===== src/rtl/alw_pkg.sv =====
package alw_pkg;

    localparam logic [8:0] RATE_DIVIDEND = 9'd450;
    localparam logic [7:0] RELOAD_SAT    = 8'd255;

    localparam logic [1:0] REG_WARM_THRESHOLD  = 2'd0;
    localparam logic [1:0] REG_WARM_TICKS      = 2'd1;
    localparam logic [1:0] REG_INITIAL_SAMPLES = 2'd2;
    localparam logic [1:0] REG_INITIAL_WAIT    = 2'd3;

    typedef struct packed {
        logic [9:0] light_sample;
        logic [9:0] temp_sample;
    } sample_t;

    typedef struct packed {
        logic       log_valid;
        logic [6:0] log_position;
        logic [7:0] log_value;
        logic       rate_adjusted;
        logic       playback_start;
        logic [6:0] playback_position;
    } result_t;

    typedef enum logic [1:0] {
        ST_IDLE,
        ST_DIV,
        ST_DONE
    } alw_state_t;

    typedef struct packed {
        logic       start;
        logic [7:0] divisor;
    } div_ctl_t;

    typedef struct packed {
        logic       busy;
        logic       done;
        logic [7:0] quotient;
    } div_sts_t;

endpackage


===== src/rtl/alw_div.sv =====
module alw_div
    import alw_pkg::*;
(
    input  logic     clk,
    input  logic     rst_n,
    input  div_ctl_t ctl,
    output div_sts_t sts
);

    logic [7:0] rem_reg, rem_next;
    logic [8:0] quo_reg, quo_next;
    logic [7:0] dvs_reg, dvs_next;
    logic [3:0] cnt_reg, cnt_next;
    logic       busy_reg, busy_next;
    logic       done_reg, done_next;

    logic [8:0] trial;
    logic [8:0] diff;
    logic       ge;

    // restoring divide, one quotient bit per cycle; dividend shifts out of quo_reg
    assign trial = {rem_reg, quo_reg[8]};
    assign ge    = trial >= {1'b0, dvs_reg};
    assign diff  = trial - {1'b0, dvs_reg};

    always_comb
    begin
        rem_next  = rem_reg;
        quo_next  = quo_reg;
        dvs_next  = dvs_reg;
        cnt_next  = cnt_reg;
        busy_next = busy_reg;
        done_next = 1'b0;
        if (ctl.start)
        begin
            rem_next  = 8'd0;
            quo_next  = RATE_DIVIDEND;
            dvs_next  = ctl.divisor;
            cnt_next  = 4'd9;
            busy_next = 1'b1;
        end
        else if (busy_reg)
        begin
            rem_next = ge ? diff[7:0] : trial[7:0];
            quo_next = {quo_reg[7:0], ge};
            cnt_next = cnt_reg - 4'd1;
            if (cnt_reg == 4'd1)
            begin
                busy_next = 1'b0;
                done_next = 1'b1;
            end
        end
    end

    always_ff @(posedge clk or negedge rst_n)
    begin
        if (!rst_n)
        begin
            cnt_reg  <= 4'd0;
            busy_reg <= 1'b0;
            done_reg <= 1'b0;
        end
        else
        begin
            cnt_reg  <= cnt_next;
            busy_reg <= busy_next;
            done_reg <= done_next;
        end
    end

    always_ff @(posedge clk)
    begin
        rem_reg <= rem_next;
        quo_reg <= quo_next;
        dvs_reg <= dvs_next;
    end

    assign sts.busy     = busy_reg;
    assign sts.done     = done_reg;
    assign sts.quotient = quo_reg[7:0];

endmodule


===== src/rtl/adaptive_light_logger_warm_detect.sv =====
// channel   | valid         | stall         | payload
// ----------+---------------+---------------+-------------------
// sample in | sample_valid  | sample_stall  | sample  (sample_t)
// result out| result_valid  | result_stall  | result  (result_t)
// config    | psel/penable  | pready = 1    | paddr/pwdata/prdata
//
// A beat goes through ST_DONE, and first through ST_DIV when a sum wrap recomputes
// the wait reload (serial divide of 450 by the sample count in alw_div).
// sample_stall is high from acceptance until the result is loaded into the
// output register; a stalled result holds that register and delays the next beat.
// Reset clears the control state and loads the register defaults; result and divider data registers are not reset.
module adaptive_light_logger_warm_detect
    import alw_pkg::*;
#(
    parameter int RING_DEPTH = 128
)
(
    input  logic        clk,
    input  logic        rst_n,
    input  logic        sample_valid,
    output logic        sample_stall,
    input  sample_t     sample,
    output logic        result_valid,
    input  logic        result_stall,
    output result_t     result,
    input  logic        psel,
    input  logic        penable,
    input  logic        pwrite,
    input  logic [3:0]  paddr,
    input  logic [31:0] pwdata,
    output logic [31:0] prdata,
    output logic        pready
);

    localparam logic [6:0] RING_LAST = 7'(RING_DEPTH - 1);

    alw_state_t state_reg, state_next;

    logic [9:0]  warm_threshold_reg;
    logic [7:0]  warm_ticks_reg;
    logic [7:0]  initial_samples_reg;
    logic [7:0]  initial_wait_reg;

    logic [15:0] light_sum_reg, light_sum_next;
    logic [7:0]  samples_left_reg, samples_left_next;
    logic [7:0]  wait_left_reg, wait_left_next;
    logic [6:0]  ring_reg, ring_next;
    logic [7:0]  spv_reg, spv_next;
    logic [7:0]  reload_reg, reload_next;
    logic [9:0]  last_temp_reg, last_temp_next;
    logic [7:0]  rise_reg, rise_next;

    result_t     res_reg, res_next;
    result_t     out_reg;
    logic        out_valid_reg;

    div_ctl_t    div_ctl;
    div_sts_t    div_sts;

    logic        accept;
    logic        cfg_wr;
    logic        out_load;

    logic [16:0] sum_ext;
    logic        wrap;
    logic [7:0]  sl_eff;
    logic [9:0]  prev_temp;
    logic        drop;
    logic [7:0]  rise_cnt;
    logic        play;

    assign pready       = 1'b1;
    assign cfg_wr       = psel && penable && pwrite;
    assign sample_stall = state_reg != ST_IDLE;
    assign accept       = sample_valid && !sample_stall;
    assign out_load     = state_reg == ST_DONE && (!out_valid_reg || !result_stall);

    always_comb
    begin
        case (paddr[3:2])
            REG_WARM_THRESHOLD:  prdata = {22'd0, warm_threshold_reg};
            REG_WARM_TICKS:      prdata = {24'd0, warm_ticks_reg};
            REG_INITIAL_SAMPLES: prdata = {24'd0, initial_samples_reg};
            REG_INITIAL_WAIT:    prdata = {24'd0, initial_wait_reg};
            default:             prdata = 32'd0;
        endcase
    end

    alw_div u_div (
        .clk   (clk),
        .rst_n (rst_n),
        .ctl   (div_ctl),
        .sts   (div_sts)
    );

    always_comb
    begin
        state_next        = state_reg;
        light_sum_next    = light_sum_reg;
        samples_left_next = samples_left_reg;
        wait_left_next    = wait_left_reg;
        ring_next         = ring_reg;
        spv_next          = spv_reg;
        reload_next       = reload_reg;
        last_temp_next    = last_temp_reg;
        rise_next         = rise_reg;
        res_next          = res_reg;
        div_ctl.start     = 1'b0;
        div_ctl.divisor   = 8'd0;

        sum_ext   = {1'b0, light_sum_reg} + {7'd0, sample.light_sample};
        wrap      = sum_ext[16];
        sl_eff    = samples_left_reg;
        prev_temp = (last_temp_reg == 10'd0) ? sample.temp_sample : last_temp_reg;
        drop      = prev_temp > sample.temp_sample
                    && (prev_temp - sample.temp_sample) > warm_threshold_reg;
        rise_cnt  = drop ? rise_reg + 8'd1 : 8'd0;
        play      = rise_cnt > warm_ticks_reg;

        case (state_reg)
            ST_IDLE:
            begin
                if (accept)
                begin
                    res_next   = '0;
                    state_next = ST_DONE;
                    if (wait_left_reg == 8'd0)
                    begin
                        light_sum_next = sum_ext[15:0];
                        if (wrap)
                        begin
                            // sum keeps its old value, count drops by what is outstanding plus one
                            spv_next       = spv_reg - samples_left_reg - 8'd1;
                            sl_eff         = 8'd0;
                            light_sum_next = light_sum_reg;
                            res_next.rate_adjusted = 1'b1;
                            if (spv_next == 8'd0)
                            begin
                                reload_next = RELOAD_SAT;
                            end
                            else
                            begin
                                div_ctl.start   = 1'b1;
                                div_ctl.divisor = spv_next;
                                state_next      = ST_DIV;
                            end
                        end
                        if (sl_eff == 8'd0)
                        begin
                            samples_left_next     = spv_next;
                            res_next.log_valid    = 1'b1;
                            res_next.log_position = ring_reg;
                            res_next.log_value    = light_sum_next[15:8];
                            light_sum_next        = 16'd0;
                            ring_next = (ring_reg >= RING_LAST) ? 7'd0 : ring_reg + 7'd1;
                        end
                        else
                        begin
                            samples_left_next = sl_eff - 8'd1;
                        end
                        wait_left_next = reload_next;
                    end
                    else
                    begin
                        wait_left_next = wait_left_reg - 8'd1;
                    end
                    rise_next                  = play ? 8'd0 : rise_cnt;
                    res_next.playback_start    = play;
                    res_next.playback_position = ring_next;
                    last_temp_next             = sample.temp_sample;
                end
            end
            ST_DIV:
            begin
                if (div_sts.done)
                begin
                    reload_next    = div_sts.quotient;
                    wait_left_next = div_sts.quotient;
                    state_next     = ST_DONE;
                end
            end
            ST_DONE:
            begin
                if (out_load)
                begin
                    state_next = ST_IDLE;
                end
            end
            default:
            begin
                state_next = ST_IDLE;
            end
        endcase

        if (cfg_wr && paddr[3:2] == REG_INITIAL_SAMPLES)
        begin
            spv_next = pwdata[7:0];
        end
        if (cfg_wr && paddr[3:2] == REG_INITIAL_WAIT)
        begin
            reload_next = pwdata[7:0];
        end
    end

    always_ff @(posedge clk or negedge rst_n)
    begin
        if (!rst_n)
        begin
            state_reg           <= ST_IDLE;
            warm_threshold_reg  <= 10'd3;
            warm_ticks_reg      <= 8'd2;
            initial_samples_reg <= 8'd255;
            initial_wait_reg    <= 8'd8;
            light_sum_reg       <= 16'd0;
            samples_left_reg    <= 8'd0;
            wait_left_reg       <= 8'd0;
            ring_reg            <= 7'd0;
            spv_reg             <= 8'd255;
            reload_reg          <= 8'd8;
            last_temp_reg       <= 10'd0;
            rise_reg            <= 8'd0;
            out_valid_reg       <= 1'b0;
        end
        else
        begin
            state_reg        <= state_next;
            light_sum_reg    <= light_sum_next;
            samples_left_reg <= samples_left_next;
            wait_left_reg    <= wait_left_next;
            ring_reg         <= ring_next;
            spv_reg          <= spv_next;
            reload_reg       <= reload_next;
            last_temp_reg    <= last_temp_next;
            rise_reg         <= rise_next;
            if (out_load)
            begin
                out_valid_reg <= 1'b1;
            end
            else if (!result_stall)
            begin
                out_valid_reg <= 1'b0;
            end
            if (cfg_wr)
            begin
                case (paddr[3:2])
                    REG_WARM_THRESHOLD:  warm_threshold_reg  <= pwdata[9:0];
                    REG_WARM_TICKS:      warm_ticks_reg      <= pwdata[7:0];
                    REG_INITIAL_SAMPLES: initial_samples_reg <= pwdata[7:0];
                    REG_INITIAL_WAIT:    initial_wait_reg    <= pwdata[7:0];
                    default:             ;
                endcase
            end
        end
    end

    always_ff @(posedge clk)
    begin
        res_reg <= res_next;
        if (out_load)
        begin
            out_reg <= res_reg;
        end
    end

    assign result_valid = out_valid_reg;
    assign result       = out_reg;

`ifndef SYNTHESIS
    a_ring_in_range: assert property (@(posedge clk) disable iff (!rst_n)
        ring_reg <= RING_LAST)
        else $error("ring position beyond ring depth");

    a_div_only_in_div: assert property (@(posedge clk) disable iff (!rst_n)
        div_sts.busy |-> state_reg == ST_DIV)
        else $error("divider running outside divide state");

    a_result_from_done: assert property (@(posedge clk) disable iff (!rst_n)
        $rose(result_valid) |-> $past(state_reg == ST_DONE))
        else $error("result raised without a finished beat");

    a_div_done_leaves: assert property (@(posedge clk) disable iff (!rst_n)
        (state_reg == ST_DIV && div_sts.done) |=> state_reg == ST_DONE)
        else $error("divide finished but sequencer did not advance");
`endif

endmodule

===== config.mk =====
export PLATFORM = sky130hd
export DESIGN_NAME = adaptive_light_logger_warm_detect
export DESIGN_NICKNAME = d
export VERILOG_FILES = /design/src/rtl/alw_pkg.sv /design/src/rtl/alw_div.sv /design/src/rtl/adaptive_light_logger_warm_detect.sv
export SDC_FILE = /design/constraint.sdc
export NUM_CORES = 1
export LEC_CHECK = 0
export ABC_AREA = 0
export BUFFER_PORTS_ARGS = -buffer_cell sky130_fd_sc_hd__buf_2
export CAP_MARGIN = 10
export CELL_PAD_IN_SITES_DETAIL_PLACEMENT = 1
export CELL_PAD_IN_SITES_GLOBAL_PLACEMENT = 1
export CORE_ASPECT_RATIO = 1.5
export CORE_MARGIN = 2
export CORE_UTILIZATION = 42
export CTS_CLUSTER_DIAMETER = 120
export DETAILED_ROUTE_END_ITERATION = 8
export PLACE_DENSITY = 0.85
export SLEW_MARGIN = 20
export SYNTH_ARGS = -nofsm -noshare
export SYNTH_HDL_FRONTEND = slang
export SYNTH_SLANG_ARGS = --single-unit

===== constraint.sdc =====
create_clock -name clk -period 5.6 [get_ports clk]
set_clock_uncertainty 0.05 [all_clocks]
set_input_delay 0.84 -clock clk [delete_from_list [all_inputs] [get_ports clk]]
set_output_delay 0.84 -clock clk [all_outputs]
set_load 0.1 [all_outputs]

Word level (Yosys, flattened, before mapping)
Cells that the tools add are included.
{"block": "word_totals", "out_inout_bits": 60, "elab_cells": 157, "n_memories": 0, "inputBits": 63, "latchBits": 0, "regBits": 191, "mem_bits_rw": 0, "rom_bits": 0}
{"block": "op_classes", "add_sub_neg": 10, "shifts": 0, "div": 0, "n_eq_ne": 14, "mux": 54, "n_bitwise": 4, "n_mul": 0, "n_lt_le_gt_ge": 5, "n_reduce_logical": 37}
{"cell": "$mux 8", "count": 21}
{"cell": "$pmux 32 s4", "count": 1}
{"cell": "$mux 16", "count": 3}
{"cell": "$mux 9", "count": 5}
{"cell": "$pmux 8 s2", "count": 2}
{"cell": "$logic_not 8->1", "count": 3}
{"cell": "$sub 8x1->8 const B", "count": 3}
{"cell": "$mux 7", "count": 3}
{"cell": "$gt 10x10->1", "count": 2}
{"cell": "$add 16x10->17", "count": 1}
{"cell": "$sub 8x8->8", "count": 2}
{"cell": "$mux 2", "count": 6}
{"cell": "$reduce_and 2->1", "count": 6}
{"cell": "$reduce_and 3->1", "count": 4}
{"cell": "$reduce_bool 2->1", "count": 6}
{"cell": "$logic_not 10->1", "count": 1}
{"cell": "$mux 10", "count": 1}
{"cell": "$sub 10x10->10", "count": 1}
{"cell": "$ge 9x8->1", "count": 1}
{"cell": "$mux 1", "count": 9}
{"cell": "$add 8x1->8 const B", "count": 1}
{"cell": "$gt 8x8->1", "count": 1}
{"cell": "$mux 4", "count": 2}
{"cell": "$reduce_and 4->1", "count": 2}
{"cell": "other kinds (18)", "count": 37}

Depth between registers and ports, before layout
Gate-level depths: netlist of run 1.
{"block": "depth", "depth_word": 9, "depth_mapped": 29, "mapped_depth_nobuf": 27}

By module
Synthesis of run 1 repeated with hierarchy kept, for this count alone.
{"block": "unflattened", "cells_unflattened": 1113, "area_unflattened_um2": 11016.8}
{"mod": "adaptive_light_logger_warm_detect", "instances": 1, "cells_per_inst": 951, "seq_area_each_um2": 4280.4, "area_per_inst_um2": 9374.0}
{"mod": "alw_div", "instances": 1, "cells_per_inst": 162, "seq_area_each_um2": 730.7, "area_per_inst_um2": 1642.8}

Worst setup path before layout of run 1
Ideal clock, no wire load.
{"block": "synth_path", "kind": "flip-flop to flip-flop", "from": "reg last_temp_reg[9]", "to": "reg rise_reg[0]", "slack_ps": -243, "setup_ps": 125, "path_stages_with_launch": 29, "path_buffers": 2, "synth_period_minus_slack_ps": 5843, "arrival_time_ps": 5669, "t_required_ps": 5425, "path_cell_list": "dfrtp_1 > or4_1 > nor4_4 > a21o_1 > ha_1 > nor2b_1 > o21ai_0 > a21boi_0 > o21ai_0 > a21oi_1 > nor4_1 > nor3_1 > ha_1 > nand4_1 > nor2_1 > a21oi_1 > o211ai_1 > or3b_1 > buf_4 > buf_6 > or2_2 > ha_1 > inv_1 > a21oi_1 > o22ai_1 > o21bai_1 > a21oi_1 > nor3_4 > mux2_2"}
{"block": "synth_via", "elab_chain_len": 8, "elab_cells_between_ends": 9, "cone_classes": "add/sub: 1; order compare: 3; mux: 3; reduce/logical: 2"}
{"element": "start, declared", "line": "adaptive_light_logger_warm_detect.sv:50", "source": "logic [9:0] last_temp_reg, last_temp_next;"}
{"element": "start signal, assigned", "line": "adaptive_light_logger_warm_detect.sv:233", "source": "last_temp_reg <= last_temp_next;"}
{"element": "$logic_not 10->1", "line": "adaptive_light_logger_warm_detect.sv:114", "source": "prev_temp = (last_temp_reg == 10'd0) ? sample.temp_sample : last_temp_reg;"}
{"element": "$mux 10 (*)", "line": "adaptive_light_logger_warm_detect.sv:114"}
{"element": "$sub 10x10->10", "line": "adaptive_light_logger_warm_detect.sv:116", "source": "&& (prev_temp - sample.temp_sample) > warm_threshold_reg;"}
{"element": "$gt 10x10->1", "line": "adaptive_light_logger_warm_detect.sv:116"}
{"element": "$logic_and 1x1->1 (*)", "line": "adaptive_light_logger_warm_detect.sv:116"}
{"element": "$mux 8 (*)", "line": "adaptive_light_logger_warm_detect.sv:117", "source": "rise_cnt = drop ? rise_reg + 8'd1 : 8'd0;"}
{"element": "$gt 8x8->1 (*)", "line": "adaptive_light_logger_warm_detect.sv:118", "source": "play = rise_cnt > warm_ticks_reg;"}
{"element": "net play", "line": "adaptive_light_logger_warm_detect.sv:70", "source": "logic play;"}
{"element": "$mux 8 (*)", "line": "adaptive_light_logger_warm_detect.sv:167", "source": "rise_next = play ? 8'd0 : rise_cnt;"}
{"element": "end signal, assigned", "line": "adaptive_light_logger_warm_detect.sv:234", "source": "rise_reg <= rise_next;"}
{"element": "end, declared", "line": "adaptive_light_logger_warm_detect.sv:51", "source": "logic [7:0] rise_reg, rise_next;"}
Mark *: on every way through the listed nets, which the timed path passes. The rest lies on a longest branch.
A chain may end at the register's enable or synchronous reset.

Worst setup path in the final report of run 1
{"block": "layout_path", "from": "reg last_temp_reg[8]", "to": "reg rise_reg[2]"}
The elaborated chain is that of the path after synthesis.

==> results.md, run 1 <==
* Status: finished, violations left
* Violated checks: negative setup slack
* Placer Congestion at 0.874
* Crit path time final at 5.97 ns
* H-Tree Depth at 4
* # DRC at 0
* Seq/Total Area, Yosys at 0.456
* Die Ht at ~200 um
* Synth area leader: dfrtp_1
* HPWL after detailed placement at 21900 um
* RSZ-0062 raised after global routing: yes
* Initial Util at 0.426
* First-pass GRT wire length at just over 50000 um
* Total power at ~5.2 mW
* Commonest cells after routing, fill and taps aside: 148 x nand2_1, 95 x dfrtp_1, 94 x o21ai_0, 82 x nor2_1, 74 x buf_2
* Pre-CTS worst setup slack at -0.289 ns
* Setup CP Type: flip-flop to flip-flop
* Internal power at 3.04 mW
* Post-synth top area share at 0.216
* Largest net degree at the start of global routing at a little over 50
* CTS root buffer: clkbuf_16
* # hold bufs at CTS at 0
* Overall die width at 136 um
* Sw Share at 0.414
* Area growth syn-to-layout at 17.8%
* CP endpoint kind: flip-flop
* Comb pwr share at 0.412
* Main synth FF type: dfrtp_1
* Max IR drop VDD at about 0.25 mV
* Port Buf Inserts at 75
* P_sw at 2.15 mW
* Worst slew pin tran at 1.02 ns
* Max-capacitance violation count at 0
* Ant. Diodes at 0
* Flops & latches, synth at 191
* Core area at 25800 sq um
* Slowest cell on crit path: or4_4
* Fillers at 2973
* Unique cell type count in the Yosys netlist at 82
* CTS tree: done
* Row cnt at 72
* HP Class: input port to asynchronous set/reset pin
* Syn Std Cell Area at 11000 sq um
* Final Slew Violations at 0
* Setup WS post-layout at -0.366 ns
* I/O pin cnt at approximately 120
* Slew Limit Headroom at 0.319
* Cts bufs inserted at 17
* Vias in the first global route at 10151
* Initial antenna violation count at 0
* Leakage power at ~5.6 nW
* CP max FO at 7
* Synth top area cells: dfrtp_1 22%, edfxtp_1 16%, ha_1 6.6%, nand2_1 5.1%, dfstp_2 5.0%
* Crit path DAT at 6.25 ns
* Asr flop ratio synth at 0.607
* Nets@finish at 1385
* Final ANT Viol Nets at 0
* Mean Syn Cell Area at 9.60 sq um
* Fmax at 0.168 GHz
* Commonest non-fill, non-tap cell in the layout: nand2_1
* Vias per cell at 5.94
* Crit-path max cell delay at 0.57 ns
* DR vias at 9534
* Reg2reg path depth at 28
* Drt wl/cell at 21.7 um
* Required @ worst endpoint at 5.89 ns
* Clock power share at 0.228
* Final core occ at 0.502
* Final setup violation count at 9
* Period utilization at 1.07
* Layout cells sized above 1 at 0.222
* EDFF count, synth at 58
* Yosys warning total at 0
* Grt ovf at 0
* Total die area at 27500 sq um
* Pwr/cell area at 402 nW/um^2
* Placed insts at approximately 1500
* Hold Vio Cnt, Final at 0
* DRT Pass-1 Iters at 4
* Worst-Skew Late Latency at 0.46 ns
* Flop pwr share at 0.360
* Reg clk slew, reported paths at about 0.080 ns
* Bufs on Longest Clock Path at 2
* Tot GR Track Use at 0.241
* Total length of routed wires at ~35000 um
* Critical path startpoint category: flip-flop
* CTS sink cnt at 191
* Mapped Cells at 1144
* Post-route insts no fill at 1606
* DRT iter0 DRCs at 495
-- through the flow --
stage	setup TNS [ns]	instance area, sq um	hold slack [ns]
floorplan	0	11100	0.350
global placement	-0.496	11800	0.351
detailed placement	-2.16	11800	0.356
CTS	0	12600	0.234
global route	-3.95	12900	0.254
finish	-2.41	12900	0.239
-- repair_timing --
action	CTS	global route
gates resized for setup	35	43
hold endpoints to repair	0	0
setup buffers	16	10
endpoints found under the setup margin	9	9
pin swaps	33	41
gates cloned	0	0
-- worst paths after layout --
kind,from,slack [ns],to
hold / removal,rst_n,0.24,light_sum_reg[14]
min in group clk,res_reg[1],0.37,result[1]
setup reg to reg,last_temp_reg[8],-0.37,rise_reg[2]
hold reg to reg,res_reg[1],0.37,result[1]
setup / recovery,last_temp_reg[8],-0.37,rise_reg[2]
max in group asynchronous,rst_n,4.23,last_temp_reg[2]
-- power by group through the flow --
| stage | sequential (mW) | clock [mW] | combinational (mW) |
|---|---|---|---|
| finish | 1.87 | 1.18 | 2.14 |
| detailed placement | 1.88 | 0 | 1.83 |
| global route | 1.89 | 1.25 | 2.31 |
| global placement | 1.86 | 0 | 1.74 |
| floorplan | 1.99 | 0 | 1.26 |
| CTS | 1.86 | 1.20 | 1.93 |
-- cell usage after synthesis (3+ instances only) --
cell and number:
a211o_1 3, a211oi_1 20, a21o_1 17, a21oi_1 64
a221oi_1 3, a22o_1 11, a32oi_1 4, and2_1 12
and3_1 20, buf_2 3, buf_4 24, clkbuf_1 33
dfrtp_1 95, dfstp_2 21, dfxtp_1 17, edfxtp_1 58
fa_1 4, ha_1 58, inv_1 66, mux2_2 13
mux2i_1 17, mux4_2 8, nand2_1 149, nand2b_1 17
nand3_1 22, nand4_1 5, nor2_1 89, nor2b_1 15
nor3_1 30, nor3b_1 5, o211ai_1 8, o21a_1 11
o21ai_0 97, o21bai_1 3, o31ai_1 13, o41ai_1 5
or2_2 7, or3_1 5, xnor2_1 23, xor2_1 14
-- area by class of cell --
class	instances	area, sq um	area share
Inverter	69	259	0.0200
Multi-Input combinational cell	841	5810	0.449
Sequential cell	191	5010	0.387
Tap cell	333	417	0.0322
Timing Repair Buffer	140	892	0.0690
Clock buffer	19	433	0.0335
Clock inverter	13	119	0.00919
-- per-layer routing --
metal / GRT usage / up-vias / wire length (um)
li1: - / 4250 / -
met1: 0.253 / 4825 / 12700
met2: 0.452 / 324 / 18800
met3: 0.0439 / 135 / 1380
met4: 0.120 / 0 / 1930
met5: 0 / - / 0
-- logic make-up after synthesis --
family | after synthesis | synth area share
compound gates | 286 | 0.167
flops | 191 | 0.456
xor+xnor | 37 | 0.0295
simple gates | 395 | 0.173
fa+ha+maj | 62 | 0.0734
other cells | 2 | 0.000684
buf+inv | 133 | 0.0554
mux | 38 | 0.0452
-- worst max-delay path: cells and delay by family (launching register included) --
kind	cells	cell delay, ns
flops	1	0.39
simple gates	9	2.25
compound gates	12	1.82
xor+xnor	1	0.12
buf+inv	3	0.48
fa+ha+maj	3	0.75
Note: power is estimated with default switching activity, not from simulation.
==> run 2: changes to the inputs <==
Settings changed: CORE_UTILIZATION 42 to 46, PLACE_DENSITY 0.85 to 0.88.
Clock period 5.6 ns to 5.7 ns, I/O delays scaled along.
==> results.md, run 2 (synthesized netlist as in run 1, its figures left out) <==
* Pwr/cell area at 402 nW/um^2 (about the same)
* CTS sink cnt at 191 (unchanged)
* DR vias at 9228 (was 9534)
* Final ANT Viol Nets at 0 (unchanged)
* Layout cells sized above 1 at 0.202 (was 0.222)
* HPWL after detailed placement at 22400 um (was 21900 um)
* CTS root buffer: clkbuf_16 (unchanged)
* Wl on met1 at 12000 um (was 12700 um)
* Max-capacitance violation count at 0 (unchanged)
* DRT iter0 DRCs at 562 (was 495)
* Hold_ws at 0.371 ns (was 0.239 ns)
* Setup WS post-layout at -0.369 ns (was -0.366 ns)
* Cts bufs inserted at 17 (unchanged)
* Placed insts at 1526 (was 1548)
* Multi-input logic area at 5690 sq um (was 5810 sq um)
* Vias per cell at 5.88 (was 5.94)
* Area growth syn-to-layout at 15.2% (was 17.8%)
* CTS tree: done (unchanged)
* Fillers at 2637 (was 2973)
* Pre-CTS worst setup slack at -0.340 ns (was -0.289 ns)
* Period utilization at 1.06 (was 1.07)
* Placer Congestion at 0.888 (was 0.874)
* Slew Limit Headroom at 0.350 (was 0.319)
* Vias in the first global route at 9849 (was 10151)
* Reg2reg path depth at 26 (was 28)
* Leakage power at 5.48 nW (was 5.59 nW)
* HP Class: flip-flop to flip-flop (was input port to asynchronous set/reset pin)
* Overall die width at 130 um (was 136 um)
* Violated checks: negative setup slack (unchanged)
* Cell depth of the worst hold path at 0
* Initial antenna violation count at 0 (unchanged)
* Commonest cells after routing, fill and taps aside: 145 x nand2_1, 95 x dfrtp_1, 94 x o21ai_0, 83 x nor2_1, 74 x buf_2 (was 148 x nand2_1, 95 x dfrtp_1, 94 x o21ai_0, 82 x nor2_1, 74 x buf_2)
* Design area at 12700 sq um (was 12900 sq um)
* Setup CP Type: flip-flop to flip-flop (unchanged)
* Row cnt at 69 (was 72)
* Total die area at 25200 sq um (was 27500 sq um)
* Highest routed layer: met4 (unchanged)
* Initial Util at 0.466 (was 0.426)
* I/O pin cnt at 123 (unchanged)
* Reg clk slew, reported paths at 0.07 ns (was 0.08 ns)
* Tot GR Track Use at 0.263 (was 0.241)
* Max IR drop VDD at 0.273 mV (was 0.246 mV)
* Die Ht at 193 um (was 202 um)
* Worst slew pin tran at 0.975 ns (was 1.02 ns)
* CP max FO at 8 (was 7)
* Final setup violation count at 9 (unchanged)
* Total length of routed wires at 33600 um (was 34900 um)
* DR WL met2 at 18400 um (was 18800 um)
* DRT Pass-1 Iters at 5 (was 4)
* Hold Vio Cnt, Final at 0 (unchanged)
* Grt ovf at 0 (unchanged)
* RSZ-0062 raised after global routing: yes (unchanged)
* Crit path time final at 6.07 ns (was 5.97 ns)
* Register area at 5010 sq um (unchanged)
* Drt wl/cell at 21.4 um (was 21.7 um)
* Port Buf Inserts at 75 (unchanged)
* Ant. Diodes at 0 (unchanged)
* Reg2reg start: last_temp_reg[0] (was last_temp_reg[8])
* DP Area at 11700 sq um (was 11800 sq um)
* Crit path DAT at 6.41 ns (was 6.25 ns)
* Status: finished, violations left (unchanged)
* Bufs on Longest Clock Path at 2 (unchanged)
* Final core occ at 0.537 (was 0.502)
* Fmax at 0.165 GHz (was 0.168 GHz)
* Final Slew Violations at 0 (unchanged)
* # DRC at 0 (unchanged)
* Required @ worst endpoint at 6.04 ns (was 5.89 ns)
* Commonest non-fill, non-tap cell in the layout: nand2_1 (unchanged)
* Core area at 23600 sq um (was 25800 sq um)
* Worst-Skew Late Latency at 0.47 ns (was 0.46 ns)
* Met3 wire length at 1200 um (was 1380 um)
* CP endpoint kind: flip-flop (unchanged)
* Critical path startpoint category: flip-flop (unchanged)
* First-pass GRT wire length at 51400 um (was 52000 um)
* H-Tree Depth at 4 (unchanged)
* Critical path launch point: last_temp_reg[0] (was last_temp_reg[8])
* Hold_sp: res_reg[9]
* Largest net degree at the start of global routing at 70 (was 51)
* Nets@finish at 1362 (was 1385)
* Post-route insts no fill at 1569 (was 1606)
[run 2: cell types whose count changed in the layout (fill, tap and decap cells not counted), moves of 3 or more]
cell,change
ha_1,+4
a21oi_2,-3
buf_6,-4
ha_4,-4
nand2_1,-3
nor2_4,-3
nand2_2,+3
buf_4,-18
[run 2: final cells by class]
cell class                 instances  area share
sequential                       191       0.396
clock inverter                    15      0.0138
multi-input combinational        841       0.449
inverter                          69      0.0205
tap                              319      0.0315
clock buffer                      17      0.0336
timing repair buffer             117      0.0551
[run 2: path summary, 6_finish.rpt]
check / endpoint / slack [ns]
max in group asynchronous: rise_reg[6] / 3.88
max: rise_reg[2] / -0.37
max reg2reg: rise_reg[2] / -0.37
min: result[9] / 0.37
min in group asynchronous: last_temp_reg[7] / 0.45
min reg2reg: result[9] / 0.37
[run 2: metrics by stage]
step,total power [mW],setup TNS (ns)
2_1_floorplan,3.19,0
3_3_place_gp,3.54,-0.0126
3_5_place_dp,3.65,-2.61
4_1_cts,4.94,0
5_1_grt,5.33,-4.10
6_report,5.09,-2.64
[run 2: per-layer routing]
metal  vias to the layer above  global-route usage
met5                         -                   0
li1                       4208                   -
met4                         0               0.147
met1                      4592               0.276
met3                       136              0.0440
met2                       292               0.486
[run 2: worst max-delay path, stage by stage, from the launching register on]
cell and delay (ns):
dfrtp_1 0.41, or4_4 0.57, nor4_4 0.28, buf_4 0.20, buf_4 0.15, a21o_1 0.12, ha_2 0.31, a21o_1 0.21
a21oi_1 0.17, nor2b_1 0.12, nor3_2 0.15, xor2_1 0.20, ha_1 0.28, buf_4 0.14, nor2b_1 0.14, o21ai_0 0.34
o211ai_1 0.16, or3b_4 0.37, buf_4 0.19, nor2_2 0.05, ha_1 0.33, nand3_2 0.11, nor3_2 0.21, a21oi_2 0.07
buf_6 0.15, nor3_4 0.31, a22o_1 0.23
[run 2: where the power goes]
| group | internal [mW] | total, mW | switching, mW |
|---|---|---|---|
| Clock | 0.660 | 1.25 | 0.587 |
| Sequential | 1.65 | 1.84 | 0.191 |
| Combinational | 0.700 | 2.00 | 1.30 |
| Total | 3.01 | 5.09 | 2.08 |
[run 2: what timing repair did]
action	in CTS	in global routing
pin swaps	3	40
buffers inserted	4	7
hold buffers	0	0
gates resized for setup	11	45
endpoints found under the setup margin	9	9
